### src/rtl/local_call_switch_leg_fsm_unit_macros.svh
// assertion helpers used by local_call_switch_leg_fsm_unit.sv
`ifndef LOCAL_CALL_SWITCH_LEG_FSM_UNIT_MACROS_SVH
`define LOCAL_CALL_SWITCH_LEG_FSM_UNIT_MACROS_SVH

// same-cycle implication, checked on clk with reset masking
`define LCLSF_ASSERT_IMP(lbl, ante, cons, msg) \
  lbl: assert property (@(posedge clk) disable iff (!rst_n) (ante) |-> (cons)) \
    else $error(msg);

// next-cycle implication, checked on clk with reset masking
`define LCLSF_ASSERT_NXT(lbl, ante, cons, msg) \
  lbl: assert property (@(posedge clk) disable iff (!rst_n) (ante) |=> (cons)) \
    else $error(msg);

`endif

### src/rtl/lclsf_pkg.sv
package lclsf_pkg;

  localparam int CODE_W = 8;
  localparam int CFG_IDX_W = 8;

  localparam logic [CODE_W-1:0] UNSET_CODE = 8'hFF;
  localparam logic [CODE_W-1:0] RELEASE_RESET = 8'd2;

  localparam logic [CFG_IDX_W-1:0] CFG_IDX_GCR = 8'd0;
  localparam logic [CFG_IDX_W-1:0] CFG_IDX_BOTH_WAY = 8'd1;
  localparam logic [CFG_IDX_W-1:0] CFG_IDX_CONNECT = 8'd2;
  localparam logic [CFG_IDX_W-1:0] CFG_IDX_RELEASE = 8'd3;

  typedef enum logic [2:0] {
    ST_NONE             = 3'd0,
    ST_NOT_YET          = 3'd1,
    ST_NOT_POSSIBLE     = 3'd2,
    ST_NO_LONGER        = 3'd3,
    ST_UNSUPPORTED      = 3'd4,
    ST_SWITCHED         = 3'd5,
    ST_WAIT_BREAK       = 3'd6,
    ST_WAIT_OTHER_BREAK = 3'd7
  } leg_state_t;

  typedef enum logic [2:0] {
    OP_UPDATE        = 3'd0,
    OP_APPLY         = 3'd1,
    OP_CORRELATED    = 3'd2,
    OP_OTHER_ENABLED = 3'd3,
    OP_OTHER_BREAK   = 3'd4,
    OP_OTHER_DEAD    = 3'd5
  } opcode_t;

  typedef enum logic [2:0] {
    NS_NOT_YET          = 3'd0,
    NS_NOT_POSSIBLE     = 3'd1,
    NS_NO_LONGER        = 3'd2,
    NS_NOT_SUPPORTED    = 3'd3,
    NS_LOCALLY_SWITCHED = 3'd4
  } notify_status_t;

  typedef enum logic [1:0] {
    PM_NONE          = 2'd0,
    PM_OTHER_ENABLED = 2'd1,
    PM_OTHER_BREAK   = 2'd2
  } peer_msg_t;

  typedef enum logic [1:0] {
    PC_NONE    = 2'd0,
    PC_ENABLE  = 2'd1,
    PC_RESTORE = 2'd2
  } path_cmd_t;

  typedef struct packed {
    logic              gcr_present;
    logic [CODE_W-1:0] both_way_code;
    logic [CODE_W-1:0] connect_code;
    logic [CODE_W-1:0] rel_code;
  } lcls_cfg_t;

  typedef struct packed {
    opcode_t           opcode;
    logic              cfg_given;
    logic [CODE_W-1:0] cfg_value;
    logic              csc_given;
    logic [CODE_W-1:0] csc_value;
    logic              correlation_found;
    logic [CODE_W-1:0] peer_config;
    logic [CODE_W-1:0] peer_control;
  } item_t;

  typedef struct packed {
    leg_state_t        state;
    logic [CODE_W-1:0] own_config;
    logic [CODE_W-1:0] own_control;
    logic              peer_linked;
  } leg_ctx_t;

  typedef struct packed {
    leg_state_t     next_state;
    logic           notify_valid;
    notify_status_t notify_status;
    logic           tell_correlated;
    peer_msg_t      peer_message;
    path_cmd_t      path_command;
    logic           cfg_rejected;
    logic           bad_event;
  } result_t;

endpackage

### src/rtl/local_call_switch_leg_fsm_unit.sv
// an accepted event beat is held in the input register, then registered into the result stage
// throughput: one event per cycle while the result is not stalled by out_ready low
// reset: synchronous active-low rst_n empties both stages, sets the leg to no
// local switching with config and control codes unset and the partner unlinked,
// and loads the register defaults (release code 2, all others 0)
module local_call_switch_leg_fsm_unit (
  input  logic                            clk,
  input  logic                            rst_n,
  // configuration write channel
  input  logic                            cfg_valid,
  output logic                            cfg_ready,
  input  logic [lclsf_pkg::CFG_IDX_W-1:0] cfg_index,
  input  logic [lclsf_pkg::CODE_W-1:0]    cfg_data,
  // event channel
  input  logic                            in_valid,
  output logic                            in_ready,
  input  logic [2:0]                      in_opcode,
  input  logic                            in_cfg_given,
  input  logic [7:0]                      in_cfg_value,
  input  logic                            in_csc_given,
  input  logic [7:0]                      in_csc_value,
  input  logic                            in_correlation_found,
  input  logic [7:0]                      in_peer_config,
  input  logic [7:0]                      in_peer_control,
  // result channel
  output logic                            out_valid,
  input  logic                            out_ready,
  output logic [2:0]                      out_next_state,
  output logic                            out_notify_valid,
  output logic [2:0]                      out_notify_status,
  output logic                            out_tell_correlated,
  output logic [1:0]                      out_peer_message,
  output logic [1:0]                      out_path_command,
  output logic                            out_cfg_rejected,
  output logic                            out_bad_event
);
  import lclsf_pkg::*;

`include "local_call_switch_leg_fsm_unit_macros.svh"

  // input stage
  logic      in_v_r;
  item_t     in_item_r;
  // result stage
  logic      out_v_r;
  result_t   out_res_r;
  // leg context
  leg_ctx_t  ctx_r;
  leg_ctx_t  ctx_nxt;
  result_t   res_nxt;
  lcls_cfg_t cfg;
  logic      fire;

  lclsf_cfg u_cfg (
    .clk       (clk),
    .rst_n     (rst_n),
    .cfg_valid (cfg_valid),
    .cfg_ready (cfg_ready),
    .cfg_index (cfg_index),
    .cfg_data  (cfg_data),
    .cfg       (cfg)
  );

  lclsf_core u_core (
    .ctx     (ctx_r),
    .cfg     (cfg),
    .item    (in_item_r),
    .ctx_nxt (ctx_nxt),
    .res     (res_nxt)
  );

  // the held event is evaluated when the result register is free or draining
  assign fire     = in_v_r && (!out_v_r || out_ready);
  // the input register refills in the same cycle it hands its beat on
  assign in_ready = !in_v_r || fire;

  always_ff @(posedge clk) begin
    if (!rst_n) begin
      in_v_r <= 1'b0;
    end else if (in_ready) begin
      in_v_r <= in_valid;
    end
  end

  always_ff @(posedge clk) begin
    if (in_ready && in_valid) begin
      in_item_r.opcode            <= opcode_t'(in_opcode);
      in_item_r.cfg_given         <= in_cfg_given;
      in_item_r.cfg_value         <= in_cfg_value;
      in_item_r.csc_given         <= in_csc_given;
      in_item_r.csc_value         <= in_csc_value;
      in_item_r.correlation_found <= in_correlation_found;
      in_item_r.peer_config       <= in_peer_config;
      in_item_r.peer_control      <= in_peer_control;
    end
  end

  // leg context moves only when an event is evaluated
  always_ff @(posedge clk) begin
    if (!rst_n) begin
      ctx_r.state       <= ST_NONE;
      ctx_r.own_config  <= UNSET_CODE;
      ctx_r.own_control <= UNSET_CODE;
      ctx_r.peer_linked <= 1'b0;
    end else if (fire) begin
      ctx_r <= ctx_nxt;
    end
  end

  always_ff @(posedge clk) begin
    if (!rst_n) begin
      out_v_r <= 1'b0;
    end else if (fire) begin
      out_v_r <= 1'b1;
    end else if (out_ready) begin
      out_v_r <= 1'b0;
    end
  end

  always_ff @(posedge clk) begin
    if (fire) begin
      out_res_r <= res_nxt;
    end
  end

  assign out_valid           = out_v_r;
  assign out_next_state      = out_res_r.next_state;
  assign out_notify_valid    = out_res_r.notify_valid;
  assign out_notify_status   = out_res_r.notify_status;
  assign out_tell_correlated = out_res_r.tell_correlated;
  assign out_peer_message    = out_res_r.peer_message;
  assign out_path_command    = out_res_r.path_command;
  assign out_cfg_rejected    = out_res_r.cfg_rejected;
  assign out_bad_event       = out_res_r.bad_event;

  // a flagged event leaves the leg context untouched
  `LCLSF_ASSERT_NXT(a_bad_keeps_ctx, fire && res_nxt.bad_event, ctx_r == $past(ctx_r), "bad event changed the leg context")
  // a flagged event carries no action
  `LCLSF_ASSERT_IMP(a_bad_no_action, out_v_r && out_res_r.bad_event, (out_res_r.path_command == PC_NONE) && (out_res_r.peer_message == PM_NONE) && !out_res_r.notify_valid && !out_res_r.tell_correlated && !out_res_r.cfg_rejected, "bad event with actions")
  // a rejected config always lands in the unsupported state
  `LCLSF_ASSERT_IMP(a_reject_state, out_v_r && out_res_r.cfg_rejected, out_res_r.next_state == ST_UNSUPPORTED, "rejected config outside unsupported state")
  // a stalled result blocks evaluation of the held event
  `LCLSF_ASSERT_IMP(a_stall_holds, in_v_r && out_v_r && !out_ready, !fire && !in_ready, "event evaluated into a stalled result")

endmodule

### src/rtl/lclsf_cfg.sv
module lclsf_cfg (
  input  logic                             clk,
  input  logic                             rst_n,
  input  logic                             cfg_valid,
  output logic                             cfg_ready,
  input  logic [lclsf_pkg::CFG_IDX_W-1:0]  cfg_index,
  input  logic [lclsf_pkg::CODE_W-1:0]     cfg_data,
  output lclsf_pkg::lcls_cfg_t             cfg
);
  import lclsf_pkg::*;

  lcls_cfg_t cfg_r;

  assign cfg_ready = 1'b1;
  assign cfg = cfg_r;

  always_ff @(posedge clk) begin
    if (!rst_n) begin
      cfg_r.gcr_present   <= 1'b0;
      cfg_r.both_way_code <= '0;
      cfg_r.connect_code  <= '0;
      cfg_r.rel_code      <= RELEASE_RESET;
    end else if (cfg_valid) begin
      case (cfg_index)
        CFG_IDX_GCR:      cfg_r.gcr_present   <= cfg_data[0];
        CFG_IDX_BOTH_WAY: cfg_r.both_way_code <= cfg_data;
        CFG_IDX_CONNECT:  cfg_r.connect_code  <= cfg_data;
        CFG_IDX_RELEASE:  cfg_r.rel_code      <= cfg_data;
        default: ;
      endcase
    end
  end

endmodule

### src/rtl/lclsf_core.sv
module lclsf_core (
  input  lclsf_pkg::leg_ctx_t  ctx,
  input  lclsf_pkg::lcls_cfg_t cfg,
  input  lclsf_pkg::item_t     item,
  output lclsf_pkg::leg_ctx_t  ctx_nxt,
  output lclsf_pkg::result_t   res
);
  import lclsf_pkg::*;

  logic [CODE_W-1:0] upd_cfg;
  logic [CODE_W-1:0] upd_ctl;
  logic              peer_ok;
  logic              own_ok;
  logic              en_upd;
  logic              en_cur;
  logic              en_app;
  logic              cfg_bad;
  logic              empty_upd;
  logic              blocked;
  logic              apply_skip;
  logic              bad;
  leg_state_t        st;
  leg_state_t        ns;

  assign st       = ctx.state;
  assign upd_cfg  = item.cfg_given ? item.cfg_value : ctx.own_config;
  assign upd_ctl  = item.csc_given ? item.csc_value : ctx.own_control;
  assign peer_ok  = (item.peer_config == cfg.both_way_code) &&
                    (item.peer_control == cfg.connect_code);
  assign own_ok   = (ctx.own_config == cfg.both_way_code) &&
                    (ctx.own_control == cfg.connect_code);
  // the update path checks the codes it is about to write
  assign en_upd   = ctx.peer_linked && peer_ok && (upd_cfg == cfg.both_way_code) &&
                    (upd_ctl == cfg.connect_code);
  assign en_cur   = ctx.peer_linked && own_ok && peer_ok;
  // apply links to the found partner before checking
  assign en_app   = item.correlation_found && own_ok && peer_ok;
  assign cfg_bad  = item.cfg_given && (item.cfg_value != cfg.both_way_code);
  assign empty_upd = (item.opcode == OP_UPDATE) && !item.cfg_given && !item.csc_given;
  assign blocked  = !empty_upd && (st == ST_NONE) && !cfg.gcr_present;
  assign apply_skip = (st == ST_NONE) && (ctx.own_config == UNSET_CODE);

  // next state and stored context
  always_comb begin
    ctx_nxt = ctx;
    bad = 1'b0;
    if (empty_upd) begin
    end else if (blocked) begin
      bad = 1'b1;
    end else begin
      case (item.opcode)
        OP_UPDATE: begin
          if (cfg_bad) begin
            ctx_nxt.state = ST_UNSUPPORTED;
          end else begin
            ctx_nxt.own_config  = upd_cfg;
            ctx_nxt.own_control = upd_ctl;
            if (st == ST_NO_LONGER && en_upd) ctx_nxt.state = ST_SWITCHED;
          end
        end
        OP_APPLY: begin
          case (st)
            ST_NONE, ST_NOT_POSSIBLE, ST_UNSUPPORTED: begin
              if (!apply_skip) begin
                ctx_nxt.peer_linked = item.correlation_found;
                if (!item.correlation_found) begin
                  if (st != ST_NOT_POSSIBLE) ctx_nxt.state = ST_NOT_POSSIBLE;
                end else if (st != ST_UNSUPPORTED ||
                             ctx.own_config == cfg.both_way_code) begin
                  ctx_nxt.state = en_app ? ST_SWITCHED : ST_NOT_YET;
                end
              end
            end
            ST_NOT_YET: if (en_cur) ctx_nxt.state = ST_SWITCHED;
            ST_SWITCHED: begin
              if (ctx.own_control == cfg.rel_code) ctx_nxt.state = ST_WAIT_OTHER_BREAK;
            end
            ST_WAIT_BREAK: begin
              if (ctx.own_control == cfg.rel_code) ctx_nxt.state = ST_NO_LONGER;
            end
            default: bad = 1'b1;
          endcase
        end
        OP_CORRELATED: begin
          case (st)
            ST_NOT_YET, ST_NO_LONGER, ST_UNSUPPORTED: ctx_nxt.peer_linked = 1'b1;
            ST_NOT_POSSIBLE: begin
              ctx_nxt.peer_linked = 1'b1;
              ctx_nxt.state = ST_NOT_YET;
            end
            default: bad = 1'b1;
          endcase
        end
        OP_OTHER_ENABLED: begin
          case (st)
            ST_NOT_YET, ST_NO_LONGER: if (en_cur) ctx_nxt.state = ST_SWITCHED;
            default: bad = 1'b1;
          endcase
        end
        OP_OTHER_BREAK: begin
          case (st)
            ST_SWITCHED:         ctx_nxt.state = ST_WAIT_BREAK;
            ST_WAIT_BREAK:       ;
            ST_WAIT_OTHER_BREAK: ctx_nxt.state = ST_NO_LONGER;
            default:             bad = 1'b1;
          endcase
        end
        OP_OTHER_DEAD: begin
          case (st)
            ST_NOT_YET, ST_NO_LONGER, ST_SWITCHED: begin
              ctx_nxt.peer_linked = 1'b0;
              ctx_nxt.state = ST_NOT_POSSIBLE;
            end
            ST_UNSUPPORTED, ST_WAIT_BREAK: ctx_nxt.peer_linked = 1'b0;
            ST_WAIT_OTHER_BREAK: begin
              ctx_nxt.peer_linked = 1'b0;
              ctx_nxt.state = ST_NO_LONGER;
            end
            default: bad = 1'b1;
          endcase
        end
        default: bad = 1'b1;
      endcase
    end
  end

  assign ns = ctx_nxt.state;

  // result fields
  always_comb begin
    res = '0;
    res.next_state = ns;
    res.bad_event  = bad;
    if (!empty_upd && !blocked) begin
      case (item.opcode)
        OP_UPDATE: begin
          if (cfg_bad) begin
            res.cfg_rejected = 1'b1;
            if (st == ST_SWITCHED || st == ST_WAIT_BREAK || st == ST_WAIT_OTHER_BREAK)
              res.path_command = PC_RESTORE;
          end else if (st == ST_NO_LONGER && en_upd) begin
            res.path_command = PC_ENABLE;
            res.peer_message = PM_OTHER_ENABLED;
          end
        end
        OP_APPLY: begin
          case (st)
            ST_NONE, ST_NOT_POSSIBLE: begin
              if (!apply_skip) begin
                res.tell_correlated = item.correlation_found;
                if (en_app) begin
                  res.path_command = PC_ENABLE;
                  res.peer_message = PM_OTHER_ENABLED;
                end
              end
            end
            ST_UNSUPPORTED: begin
              res.tell_correlated = item.correlation_found;
              if (en_app) res.path_command = PC_ENABLE;
            end
            ST_NOT_YET: begin
              if (en_cur) begin
                res.path_command = PC_ENABLE;
                res.peer_message = PM_OTHER_ENABLED;
              end
            end
            ST_SWITCHED: begin
              if (ctx.own_control == cfg.rel_code) res.peer_message = PM_OTHER_BREAK;
            end
            ST_WAIT_BREAK: begin
              if (ctx.own_control == cfg.rel_code) begin
                res.path_command = PC_RESTORE;
                res.peer_message = PM_OTHER_BREAK;
              end
            end
            default: ;
          endcase
        end
        OP_CORRELATED: begin
          if (st == ST_NOT_POSSIBLE) res.notify_valid = 1'b1;
        end
        OP_OTHER_ENABLED: begin
          if (st == ST_NOT_YET || st == ST_NO_LONGER) begin
            if (en_cur) begin
              res.path_command = PC_ENABLE;
              res.notify_valid = 1'b1;
            end else begin
              res.peer_message = PM_OTHER_BREAK;
            end
          end
        end
        OP_OTHER_BREAK: begin
          if (st == ST_WAIT_OTHER_BREAK) begin
            res.path_command = PC_RESTORE;
            res.notify_valid = 1'b1;
          end
        end
        OP_OTHER_DEAD: begin
          case (st)
            ST_NOT_YET, ST_NO_LONGER, ST_SWITCHED: res.notify_valid = 1'b1;
            ST_WAIT_OTHER_BREAK: begin
              res.path_command = PC_RESTORE;
              res.notify_valid = 1'b1;
            end
            default: ;
          endcase
        end
        default: ;
      endcase
    end
    if (res.notify_valid) begin
      case (ns)
        ST_NOT_YET:      res.notify_status = NS_NOT_YET;
        ST_NOT_POSSIBLE: res.notify_status = NS_NOT_POSSIBLE;
        ST_NO_LONGER:    res.notify_status = NS_NO_LONGER;
        ST_UNSUPPORTED:  res.notify_status = NS_NOT_SUPPORTED;
        default:         res.notify_status = NS_LOCALLY_SWITCHED;
      endcase
    end
  end

endmodule
### config.mk
export PLATFORM = sky130hd
export DESIGN_NAME = local_call_switch_leg_fsm_unit
export DESIGN_NICKNAME = d
export VERILOG_FILES = /design/src/rtl/lclsf_pkg.sv /design/src/rtl/local_call_switch_leg_fsm_unit.sv /design/src/rtl/lclsf_cfg.sv /design/src/rtl/lclsf_core.sv
export VERILOG_INCLUDE_DIRS = /design/src /design/src/rtl
export SDC_FILE = /design/constraint.sdc
export NUM_CORES = 1
export LEC_CHECK = 0
export BUFFER_PORTS_ARGS = -buffer_cell sky130_fd_sc_hd__buf_2
export CAP_MARGIN = 20
export CORE_UTILIZATION = 58
export DETAILED_ROUTE_END_ITERATION = 10
export HOLD_SLACK_MARGIN = 0.1
export PLACE_DENSITY = 0.81
export SYNTH_ARGS = -nofsm -noshare
export SYNTH_HDL_FRONTEND = slang
export SYNTH_HIERARCHICAL = 1
export SYNTH_SLANG_ARGS = --single-unit
### constraint.sdc
create_clock -name clk -period 2.7 [get_ports clk]
set_clock_uncertainty 0.2 [all_clocks]
set_input_delay 0.27 -clock clk [delete_from_list [all_inputs] [get_ports clk]]
set_output_delay 0.27 -clock clk [all_outputs]
set_load 0.02 [all_outputs]
After elaboration in Yosys (flattened, before gate mapping)
Index checks and enable logic that the tools add are counted.

operators by class
  equality and inequality tests = 34
  reduce and logical (&&, ||, !) cells = 55
  multiplexer cells = 64
  bitwise gates (word level) = 3

operator list
  operator                                                               count
  8-bit equality test                                                    7
  3-bit 2-to-1 mux                                                       15
  20-bit 2-to-1 mux                                                      2
  16-bit 2-to-1 mux                                                      2
  2-bit case mux with 4 select lines                                     3
  3-bit case mux with 4 select lines                                     2
  3-bit equality test, second input constant                             7
  1-bit 2-to-1 mux                                                       21
  1-bit logical AND                                                      19
  3-bit by 2-bit equality test with 1-bit output, second input constant  6
  3-bit case mux with 6 select lines                                     1
  8-bit by 2-bit equality test with 1-bit output, second input constant  2
  8-bit 2-to-1 mux                                                       2
  2-bit 2-to-1 mux                                                       6
  3-bit case mux with 2 select lines                                     2
  2-bit AND reduction                                                    6
  6-bit OR reduction                                                     2
  3-bit by 1-bit equality test with 1-bit output, second input constant  3
  3-bit OR reduction                                                     3
  8-bit by 1-bit equality test with 1-bit output, second input constant  1
  8-bit equality test, second input constant                             1
  8-bit logical NOT                                                      1
  4-bit 2-to-1 mux                                                       2
  2-bit != test, second input constant                                   4
  other kinds (19)                                                       36

storage, ports and cells
  output and inout bits = 17
  bits of input ports = 59
  flip-flop bits (word level) = 99
  logic and storage cells = 182

Longest topological paths before layout
Gate-level depths: netlist of the first run.

  depth after elaboration = 14
  depth in mapped cells = 10

Modules after synthesis
Netlist of the first run, hierarchy kept.

by module, submodules not included
  module                          cells each  instances  area an instance (µm²)
  local_call_switch_leg_fsm_unit  152         1          2,489.9
  lclsf_core                      263         1          1,894.3
  lclsf_cfg                       98          1          1,006.0

Least setup slack after synthesis of the first run
No wires, ideal clock.

  path kind = flip-flop to flip-flop
  start point = reg u_cfg.cfg_r (netlist bit u_cfg/cfg[18])
  end point = reg out_res_r (netlist bit out_next_state[1]) (data pin)
  library setup time = 0.251 ns
  setup slack = 0.234 ns
  data required time = 2.249 ns
  cell stages (with the launch flop) = 9
  buffers on the path = 1
  data arrival time = 2.015 ns
  cell sequence = dfxtp_1 -> xnor2_1 -> nand4_1 -> nor4_2 -> and4_4 -> nand2_4 -> o311a_1 -> a211o_1 -> buf_4

RTL lines
  what                  line                                   RTL
  start, declared       lclsf_cfg.sv:12                        lcls_cfg_t cfg_r;
  end signal, assigned  local_call_switch_leg_fsm_unit.sv:122  out_res_r <= res_nxt;
  end, declared         local_call_switch_leg_fsm_unit.sv:46   result_t out_res_r;

==> results of run 1 <==
-- metrics by stage --
step	hold WS [ns]	TNS, ns	power [mW]
CTS	0.1515	0	3.036
global placement	0.2458	0	2.045
finish	0.1765	0	3.049
floorplan	0.1689	0	1.941
global route	0.1720	-0.1798	3.164
detailed placement	0.2481	-0.02001	2.061
-- sequential cells by signal, indices dropped and copies added (netlist names) --
signal	count
out_bad_event	1
out_next_state	3
out_notify_status	3
out_tell_correlated	1
out_notify_valid	1
ctx_r	20
in_item_r	38
out_path_command	2
u_cfg/cfg	25
in_v_r	1
out_cfg_rejected	1
out_valid	1
out_peer_message	2
-- timing repair --
action / CTS / global route
hold endpoints to repair: 64 / 0
pin swaps: 0 / 8
setup buffers: 0 / 5
resized for setup: 1 / 19
setup endpoints to repair: 2 / 25
hold buffers: 54 / 0
-- where the power goes --
| part | total (mW) | switching (mW) | leakage, nW | internal [mW] |
|---|---|---|---|---|
| logic | 0.412 | 0.210 | 1.86 | 0.202 |
| registers | 1.70 | 0.0559 | 0.889 | 1.65 |
| clock network | 0.936 | 0.574 | 0.0922 | 0.361 |
-- worst paths after layout --
check | cells past startpoint | end | slack [ns]
setup / recovery | 11 | ctx_r[18]$_SDFFE_PN0P_ | 0.02
hold / removal | 4 | u_cfg/cfg[5]$_SDFFE_PN0P_ | 0.18
setup reg to reg | 11 | ctx_r[18]$_SDFFE_PN0P_ | 0.02
hold reg to reg | 2 | u_cfg/cfg[7]$_SDFFE_PN0P_ | 0.30
-- area by class of cell --
| cell class | instances | area [um2] | area share |
|---|---|---|---|
| multi-input combinational | 361 | 2716 | 0.4023 |
| clock buffer | 9 | 123.9 | 0.01835 |
| tap | 108 | 135.1 | 0.02001 |
| clock inverter | 7 | 66.31 | 0.009822 |
| timing repair buffer | 157 | 1130 | 0.1673 |
| sequential | 99 | 2505 | 0.3710 |
| inverter | 20 | 75.07 | 0.01112 |
-- cell families (layout without fill, tap and decap cells) --
| family | after synthesis | after routing |
|---|---|---|
| AND/OR/NAND/NOR | 148 | 148 |
| multiplexers | 61 | 61 |
| other | 1 | 1 |
| XOR/XNOR | 66 | 66 |
| flip-flops | 99 | 99 |
| AO/OA/AOI/OAI | 85 | 85 |
| buffers and inverters | 53 | 193 |
-- metal layers --
layer  track usage  up-vias
li1              -     2116
met1        0.3301     2186
met2        0.5488      182
met3       0.04366       61
met4        0.1894        0
met5             0        -
-- critical path, delay by kind of cell, from the launching register on --
| family | cells | cell delay [ns] |
|---|---|---|
| mux | 2 | 0.24 |
| compound gates | 2 | 0.39 |
| simple gates | 4 | 0.81 |
| flops | 1 | 0.43 |
| xor+xnor | 1 | 0.14 |
| buf+inv | 2 | 0.34 |
-- placed cells by master, fill, tap and decap left out, types with 3 or more instances in the layout --
cell type,synthesis,final
xor2_1,38,38
nand2b_1,3,3
xnor2_1,26,26
mux2i_1,45,43
or2_2,6,6
nand2_1,57,56
dlygate4sd3_1,0,53
nand3_1,3,3
nand3b_1,3,3
clkbuf_8,0,9
o311ai_1,17,16
o22ai_1,3,3
and2_1,3,3
buf_4,6,29
nor4_1,8,6
nor3_1,8,8
nor4_2,3,3
nor2_1,19,18
buf_2,2,74
mux2_2,16,16
nor2b_1,10,9
a21oi_1,15,15
o21ai_0,29,29
dfxtp_1,47,45
inv_8,0,3
edfxtp_1,52,52
nand4_1,12,12
inv_1,19,19
==> summary.md, run 1 <==
| Metric | Value |
|---|---|
| Post-synthesis mux area share | 0.1170 |
| GR Overflow Total | 0 |
| Post-DP Area | 5881 um2 |
| Final worst slack | 0.01582 ns |
| Die width | ~100 um |
| Mapped Avg Cell Area | 10.51 um2 |
| Synth async-reset ratio | 0 |
| VDD IR-drop max | 343.9 uV |
| Critical path type | register to register |
| Top_reg_cell synth | edfxtp_1 |
| Worst reg2reg startpoint | in_item_r[25]$_DFFE_PP_ |
| Final nets | approximately 700 |
| Clock Tree Root | clkbuf_8 |
| Register bit total from synthesis | between 90 and 100 |
| Number of synthesized flops with an enable pin | between 50 and 60 |
| Final Hold Viols | 0 |
| Worst skew pair latency | 0.37 ns |
| Synth Area in Compound Gates | 0.1054 |
| Setup crit end kind | register |
| Fmax | 372.6 MHz |
| DRC Markers | 2 |
| XOR/XNOR share of the synthesized area | 0.1100 |
| Slew headroom | 0.5654 |
| Yosys top cell by area | edfxtp_1 |
| Crit path from | in_item_r[25]$_DFFE_PP_ |
| Row count | 34 |
| Post-Route Utilization | 0.7630 |
| Area growth syn-to-layout | 25.26% |
| Synth Warn # | 6 |
| Violated checks | design-rule violations |
| Post-DRT Antenna Nets | 0 |
| Worst hold path type | primary input to register |
| Met2 wire len | 7512 um |
| TritonCTS clock tree | yes |
| Final Cycle Share | 0.9941 |
| Worst Setup Start Kind | register |
| Crit-path max FO | 4 |
| Antenna violations before repair | 0 |
| # fillers | 566 |
| Pins Over Slew Limit | 0 |
| Max_cap viols | 0 |
| First-pass GRT wire length | 22450 um |
| DRT Pass-1 Iters | 8 |
| Total Die Area | between 9000 and 10000 um2 |
| Sequential-to-total area share from yosys stat | 0.4643 |
| Final setup fails | 0 |
| RSZ-0062 raised after global routing | yes |
| Count leader, synth | nand2_1 |
| Worst Tran Pin Value | between 0.6 and 0.7 ns |
| Detailed Route Iter0 Violations | 262 |
| Synth Net Count | 572 |
| Slowest cell on crit path | edfxtp_1 |
| Detailed Place HPWL | 9322 um |
| Largest family of logic cells by synthesized area | simple AND/OR/NAND/NOR gates |
| Via Count | 4545 |
| Cell Count, Final, Fillers Out | 761 |
| Largest net degree at the start of global routing | 39 |
| Wl on met1 | roughly 5400 um |
| Max Root-Sink Buffers | 2 |
| Crit-path cells | buf_6 > mux2i_4 > xnor2_1 > nor4_1 > nand4_1 > nor4_4 > buf_4 > o311ai_2 > a211o_1 > nand2_1 > mux2i_1 |
| Top post-synthesis cells by area | edfxtp_1 29%, dfxtp_1 17%, mux2i_1 8.4%, xor2_1 6.2%, xnor2_1 4.2% |
| Core box area | 8848 um2 |
| Pre-CTS setup slack | -0.02001 ns |
| Post-Syn Area | ~5400 um2 |
| DR top layer | met4 |
| Die Height | slightly below 100 um |
| Leakage | roughly 2.8 nW |
| Post-Synth Adder-Cell Area | 0 |
| Htree depth | 3 |
| Critical Path Max Stage Delay | around 0.43 ns |
| All-Layer GR Usage | 0.3018 |
| Starting Density | 0.6092 |
| Synth cell count leaders | 57 x nand2_1, 52 x edfxtp_1, 47 x dfxtp_1, 45 x mux2i_1, 38 x xor2_1 |
| GP Congestion | 0.9682 |
| # clock sinks | between 90 and 100 |
| Synth Area in Simple Gates | 0.1506 |
| I/O Buffers | 74 |
| Total Wirelength | around 14000 um |
| Vias per cell | between 5 and 6 |
| Number of library cell types mapped by synthesis | 56 |
| Outcome | finished, violations left |
| I/O Pins | 76 |
| Share of post-route cells with drive strength above 1 | 0.2619 |
| CTS Buf Count | 9 |
| Post-Synthesis Cells | 513 |
| Final min period | approximately 2.7 ns |
| CP required | 2.75 ns |
| Worst-path clk slew | 0.11 ns |
| Vias in the first global route | 4643 |
| Diodes inserted | 0 |
| Pwr dens | 451.6 nW/um2 |
| Yosys top cell area share | 0.2897 |
| Hold_sp | cfg_index[6] |
| Placed Instances | 687 |
| Worst EP arrival | between 2 and 3 ns |
| Avg WL per Cell | 18.63 um |
| Post-route cell area | 6751 um2 |
| WL met3 | 615 um |
No activity file was read; power rests on OpenSTA's default activity.
==> run 2: changes to the inputs <==
- clock period: 2.7 -> 2.9 ns (I/O delays scaled with it)
==> summary.md, run 2 (synthesis results as in run 1) <==
| Metric | Value |
|---|---|
| Outcome | finished clean |
| Worst Setup Start Kind | register |
| VDD IR-drop max | just under 300 uV |
| Critical Path Max Stage Delay | 0.55 ns |
| Critical path type | register to register |
| Htree depth | 3 |
| # clock sinks | 99 |
| RSZ-0062 raised after global routing | no |
| Final nets | 697 |
| I/O Buffers | 74 |
| Antenna violations before repair | 0 |
| Largest net degree at the start of global routing | 39 |
| Fmax | 360.0 MHz |
| Final setup fails | 0 |
| Vias per cell | ~5.8 |
| Net Sw Power | 761.5 uW |
| Worst Path Buf+Inv | 0 |
| Max_cap viols | 0 |
| # fillers | ~620 |
| CP required | 2.85 ns |
| Setup crit end kind | register |
| DRT Pass-1 Iters | 7 |
| Avg WL per Cell | ~18 um |
| Share of post-route cells with drive strength above 1 | 0.2364 |
| Slowest cell on crit path | dfxtp_1 |
| Core box area | 8848 um2 |
| Vias in the first global route | 4327 |
| TritonCTS clock tree | yes |
| Largest Register | in_item_r |
| Pins Over Slew Limit | 0 |
| Worst hold path type | primary input to register |
| Crit-path max FO | 5 |
| Die width | 98.40 um |
| Total Die Area | 9683 um2 |
| Clk pwr share | 0.304 |
| Total Wirelength | 13630 um |
| Final min period | 2.778 ns |
| Area taken by multi-input logic gates | 2630 um2 |
| Area growth syn-to-layout | 22.01% |
| Clock Tree Root | clkbuf_8 |
| Sw Share | 0.2716 |
| Worst Tran Pin Value | 0.6444 ns |
| DRC Markers | 0 |
| Register area | between 2000 and 3000 um2 |
| Final Hold Viols | 0 |
| Starting Density | 0.6092 |
| Diodes inserted | 0 |
| Hold WS | 0.1318 ns |
| GR Overflow Total | 0 |
| Delay-heaviest family, CP | simple AND/OR/NAND/NOR gates |
| Gate power share | 0.131 |
| Leakage | 2.799 nW |
| CTS Buf Count | 9 |
| I/O Pins | 76 |
| Max Root-Sink Buffers | 2 |
| Max FFs per register | 38 |
| Worst-path clk slew | 0.11 ns |
| Die Height | 98.40 um |
| Most common cell after layout, fill and taps aside | buf_2 |
| Worst EP arrival | ~2.7 ns |
| Most frequent cells in the layout | 74 x buf_2, 57 x nand2_1, 52 x dlygate4sd3_1, 52 x edfxtp_1, 46 x dfxtp_1 |
| First-pass GRT wire length | 21530 um |
| Slew headroom | 0.5681 |
| Pwr dens | 426.4 nW/um2 |
| Detailed Route Iter0 Violations | 222 |
| Post-DRT Antenna Nets | 0 |
| Worst skew pair latency | 0.38 ns |
| GP Congestion | around 0.93 |
| Pint | roughly 2.0 mW |
| All-Layer GR Usage | 0.2903 |
| Seq pwr share | 0.565 |
| Crit-path cells | xnor2_1 > nand4_1 > nor4_4 > nand4_1 > nor4_4 > nand2_1 > a2111oi_2 |
| Final TNS setup | 0 ns |
| Via Count | 4349 |
| Final Cycle Share | 0.9579 |
| Detailed Place HPWL | 9051 um |
| Row count | 34 |
==> run 2: power by group through the flow <==
stage | Clock (mW) | Sequential [mW] | Combinational [mW]
floorplan | 0 | 1.61 | 0.199
global placement | 0 | 1.62 | 0.287
detailed placement | 0 | 1.62 | 0.295
CTS | 0.861 | 1.58 | 0.348
global route | 0.927 | 1.59 | 0.394
finish | 0.853 | 1.58 | 0.367
==> run 2: worst paths after layout <==
check,startpoint,end,slack [ns],cells past startpoint
setup / recovery,u_cfg/cfg[16]$_SDFFE_PN0P_,out_peer_message[0]$_DFFE_PP_,0.12,7
hold / removal,cfg_index[0],u_cfg/cfg[5]$_SDFFE_PN0P_,0.13,3
setup reg to reg,u_cfg/cfg[16]$_SDFFE_PN0P_,out_peer_message[0]$_DFFE_PP_,0.12,7
hold reg to reg,u_cfg/cfg[6]$_SDFFE_PN0P_,u_cfg/cfg[6]$_SDFFE_PN0P_,0.29,2
==> run 2: layout make-up <==
| cell class | count | share of cell area |
|---|---|---|
| timing repair buffer | 147 | 0.1594 |
| sequential | 99 | 0.3807 |
| multi-input combinational | 361 | 0.3999 |
| tap | 108 | 0.02055 |
| inverter | 20 | 0.01142 |
| clock buffer | 9 | 0.01884 |
| clock inverter | 7 | 0.009132 |
==> run 2: metal layers <==
layer | share of wire | vias up | GRT usage
met4 | 0.037 | 0 | 0.1550
met3 | 0.053 | 39 | 0.05011
met5 | 0 | - | 0
li1 | - | 2091 | -
met1 | 0.38 | 2034 | 0.3255
met2 | 0.53 | 185 | 0.5255
==> run 2: stage by stage <==
step | power, mW | setup WS, ns | util | cell area [um2] | instances
after floorplan | 1.807 | 0.4337 | - | 5390 | 513
after global placement | 1.902 | 0.04105 | 0.6578 | 5821 | 679
after detailed placement | 1.912 | 0.03219 | 0.6578 | 5821 | 679
after CTS | 2.794 | 0.04556 | 0.7384 | 6534 | 747
after global routing | 2.912 | 0.003820 | 0.7432 | 6576 | 751
final | 2.804 | 0.1220 | 0.7432 | 6576 | 751
==> run 2: repair_timing <==
action | 4_1_cts | 5_1_grt
setup endpoints to repair | 1 | 13
gates cloned | 0 | 0
gates resized for setup | 1 | 4
pin swaps | 0 | 0
buffers inserted | 0 | 4
endpoints found under the hold margin | 65 | 0
hold buffers | 52 | 0
==> run 2: worst reg2reg max path: cells and delay by family (launching register included) <==
kind	cells	cell delay, ns
and+or+nand+nor	5	1.23
DFF	1	0.55
AOI/OAI and AO/OA	1	0.40
xor gates and xnor gates	1	0.17
==> run 3: changes to the inputs <==
- ABC_AREA: default -> 1
- CORE_UTILIZATION: 58 -> 59
==> summary.md, run 3 <==
| Metric | Value |
|---|---|
| Outcome | finished clean |
| Final setup fails | 0 |
| Top post-synthesis cells by area | edfxtp_1 25%, nand2_1 17%, dfxtp_1 15%, nand3_1 7.3%, inv_1 6.1% |
| Sequential-to-total area share from yosys stat | 0.4055 |
| Core box area | approximately 10000 um2 |
| Detailed Place HPWL | 11520 um |
| Worst hold path type | primary input to register |
| Via Count | 5968 |
| Slowest cell on crit path | edfxtp_1 |
| Total Die Area | 10870 um2 |
| Most common cell after layout, fill and taps aside | nand2_1 |
| Max_cap viols | 0 |
| Total Wirelength | about 17000 um |
| First-pass GRT wire length | between 20000 and 30000 um |
| Final TNS setup | 0 ns |
| Top_reg_cell synth | edfxtp_1 |
| Slew headroom | 0.3380 |
| Wl on met1 | roughly 6700 um |
| Crit-path max FO | 15 |
| Critical path type | register to register |
| Avg WL per Cell | 14.89 um |
| Die Height | 104.3 um |
| Starting Density | 0.6199 |
| Hold Path Cell Cnt | 4 |
| Final min period | roughly 2.5 ns |
| Number of library cell types mapped by synthesis | 44 |
| Largest net degree at the start of global routing | 39 |
| Synth async-reset ratio | 0 |
| Post-DP Area | 6516 um2 |
| Worst EP arrival | roughly 2.6 ns |
| CTS Buf Count | 9 |
| CP required | 3.04 ns |
| Final Hold Viols | 0 |
| Post-route cell area | 7216 um2 |
| All-Layer GR Usage | 0.3159 |
| Synth Warn # | 6 |
| Synth cell count leaders | 277 x nand2_1, 101 x inv_1, 96 x nor2_1, 90 x nand3_1, 52 x edfxtp_1 |
| WL met3 | ~1400 um |
| Hold WS | 0.1485 ns |
| Max Root-Sink Buffers | 2 |
| VDD IR-drop max | about 430 uV |
| Register-to-Register Path Depth | 16 |
| # resized after CTS | 0 |
| Largest Register | in_item_r |
| Hold buffer count at CTS | 48 |
| Share of post-route cells with drive strength above 1 | 0.1653 |
| Pwr dens | approximately 430 nW/um2 |
| # fillers | 852 |
| Worst skew pair latency | 0.40 ns |
| Clock Tree Root | clkbuf_8 |
| I/O Buffers | 74 |
| Register bit total from synthesis | 99 |
| Post-Synthesis Cells | between 800 and 900 |
| Setup crit end kind | register |
| Worst Setup Start Kind | register |
| Post-DRT Antenna Nets | 0 |
| Pins Over Slew Limit | 0 |
| # clock sinks | between 90 and 100 |
| Crit-path cells | inv_2 > nand2_1 > nand2_1 > nand2_1 > nand2_1 > nor2_1 > nand2_1 > nor2_1 > nand2_1 > nand2_1 > a21oi_1 > a21oi_1 > inv_1 > nand3_1 > nand2_1 > nor2_1 |
| Critical Path Max Stage Delay | 0.68 ns |
| Count leader, synth | nand2_1 |
| Yosys top cell by area | edfxtp_1 |
| Yosys top cell area share | 0.2530 |
| GR Overflow Total | 0 |
| Area growth syn-to-layout | 16.93% |
| DR top layer | met4 |
| I/O Pins | 76 |
| Row count | 36 |
| GP Congestion | between 0.9 and 1 |
| Detailed Route Iter0 Violations | between 400 and 500 |
| Mapped Avg Cell Area | 7.142 um2 |
| Synth Net Count | 923 |
| Final Cycle Share | 0.8500 |
| Antenna violations before repair | 0 |
| Cell mode on critical path | nand2_1 |
| DRT Pass-1 Iters | 5 |
| TritonCTS clock tree | yes |
| Die width | ~100 um |
| Htree depth | 3 |
| Vias in the first global route | 5510 |
| Vias per cell | 5.362 |
| Final nets | roughly 1000 |
| RSZ-0062 raised after global routing | no |
| Diodes inserted | 0 |
| Fmax | 405.7 MHz |
| Worst Tran Pin Value | a little under 1 ns |
| Post-CTS setup buffer count | 0 |
| Leakage | 3.397 nW |
| Max FFs per register | 38 |
| Number of synthesized flops with an enable pin | 52 |
| Worst-path clk slew | 0.11 ns |
| Most frequent cells in the layout | 277 x nand2_1, 101 x inv_1, 96 x nor2_1 |
| Met2 wire len | around 8000 um |
| DRC Markers | 0 |
| Post-Syn Area | 6171 um2 |
## run 3: cells by family after synthesis
family	after synthesis	synth area share
DFF	99	0.4055
AOI/OAI and AO/OA	80	0.07989
xor gates and xnor gates	15	0.02129
other	1	0.0006077
and+or+nand+nor	528	0.3818
buffers and inverters	141	0.1109
## run 3: path summary, 6_finish.rpt
check,startpoint,end,slack [ns]
max,in_item_r[25]$_DFFE_PP_,ctx_r[19]$_SDFFE_PN0P_,0.43
min,cfg_index[1],u_cfg/cfg[24]$_SDFFE_PN0P_,0.15
max reg2reg,in_item_r[25]$_DFFE_PP_,ctx_r[19]$_SDFFE_PN0P_,0.43
min reg2reg,ctx_r[2]$_SDFFE_PN1P_,ctx_r[2]$_SDFFE_PN1P_,0.32
## run 3: report_power, final
| part | total (mW) | internal (mW) | switching [mW] |
|---|---|---|---|
| registers | 1.61 | 1.54 | 0.0685 |
| logic | 0.519 | 0.203 | 0.316 |
| clock network | 0.978 | 0.422 | 0.556 |
| total | 3.11 | 2.17 | 0.940 |
## run 3: layout make-up
type                       instances  area [um2]  area share
multi-input combinational        624        2984      0.4136
tap                              133       166.4     0.02306
inverter                         110       425.4     0.05896
timing repair buffer             131       918.4      0.1273
clock inverter                     7       95.09     0.01318
sequential                        99        2502      0.3468
clock buffer                       9       123.9     0.01717
## run 3: worst max-delay path: cells and delay by family (launching register included)
family | cells | cell delay, ns
compound gates | 2 | 0.23
buf+inv | 2 | 0.28
flops | 1 | 0.68
simple gates | 12 | 1.03
## run 3: through the flow
stage               power [mW]    util  worst slack (ns)  instances
floorplan                1.976       -            0.8061        864
global placement         2.092  0.6546            0.4855       1049
detailed placement       2.098  0.6546            0.5098       1049
CTS                      3.106  0.7249            0.4716       1113
global route             3.233  0.7249            0.1777       1113
finish                   3.107  0.7249            0.4349       1113
## run 3: metal layers
| metal | track usage | vias to the layer above |
|---|---|---|
| li1 | - | 2976 |
| met1 | 0.3818 | 2658 |
| met2 | 0.5360 | 286 |
| met3 | 0.07769 | 48 |
| met4 | 0.1306 | 0 |
| met5 | 0 | - |
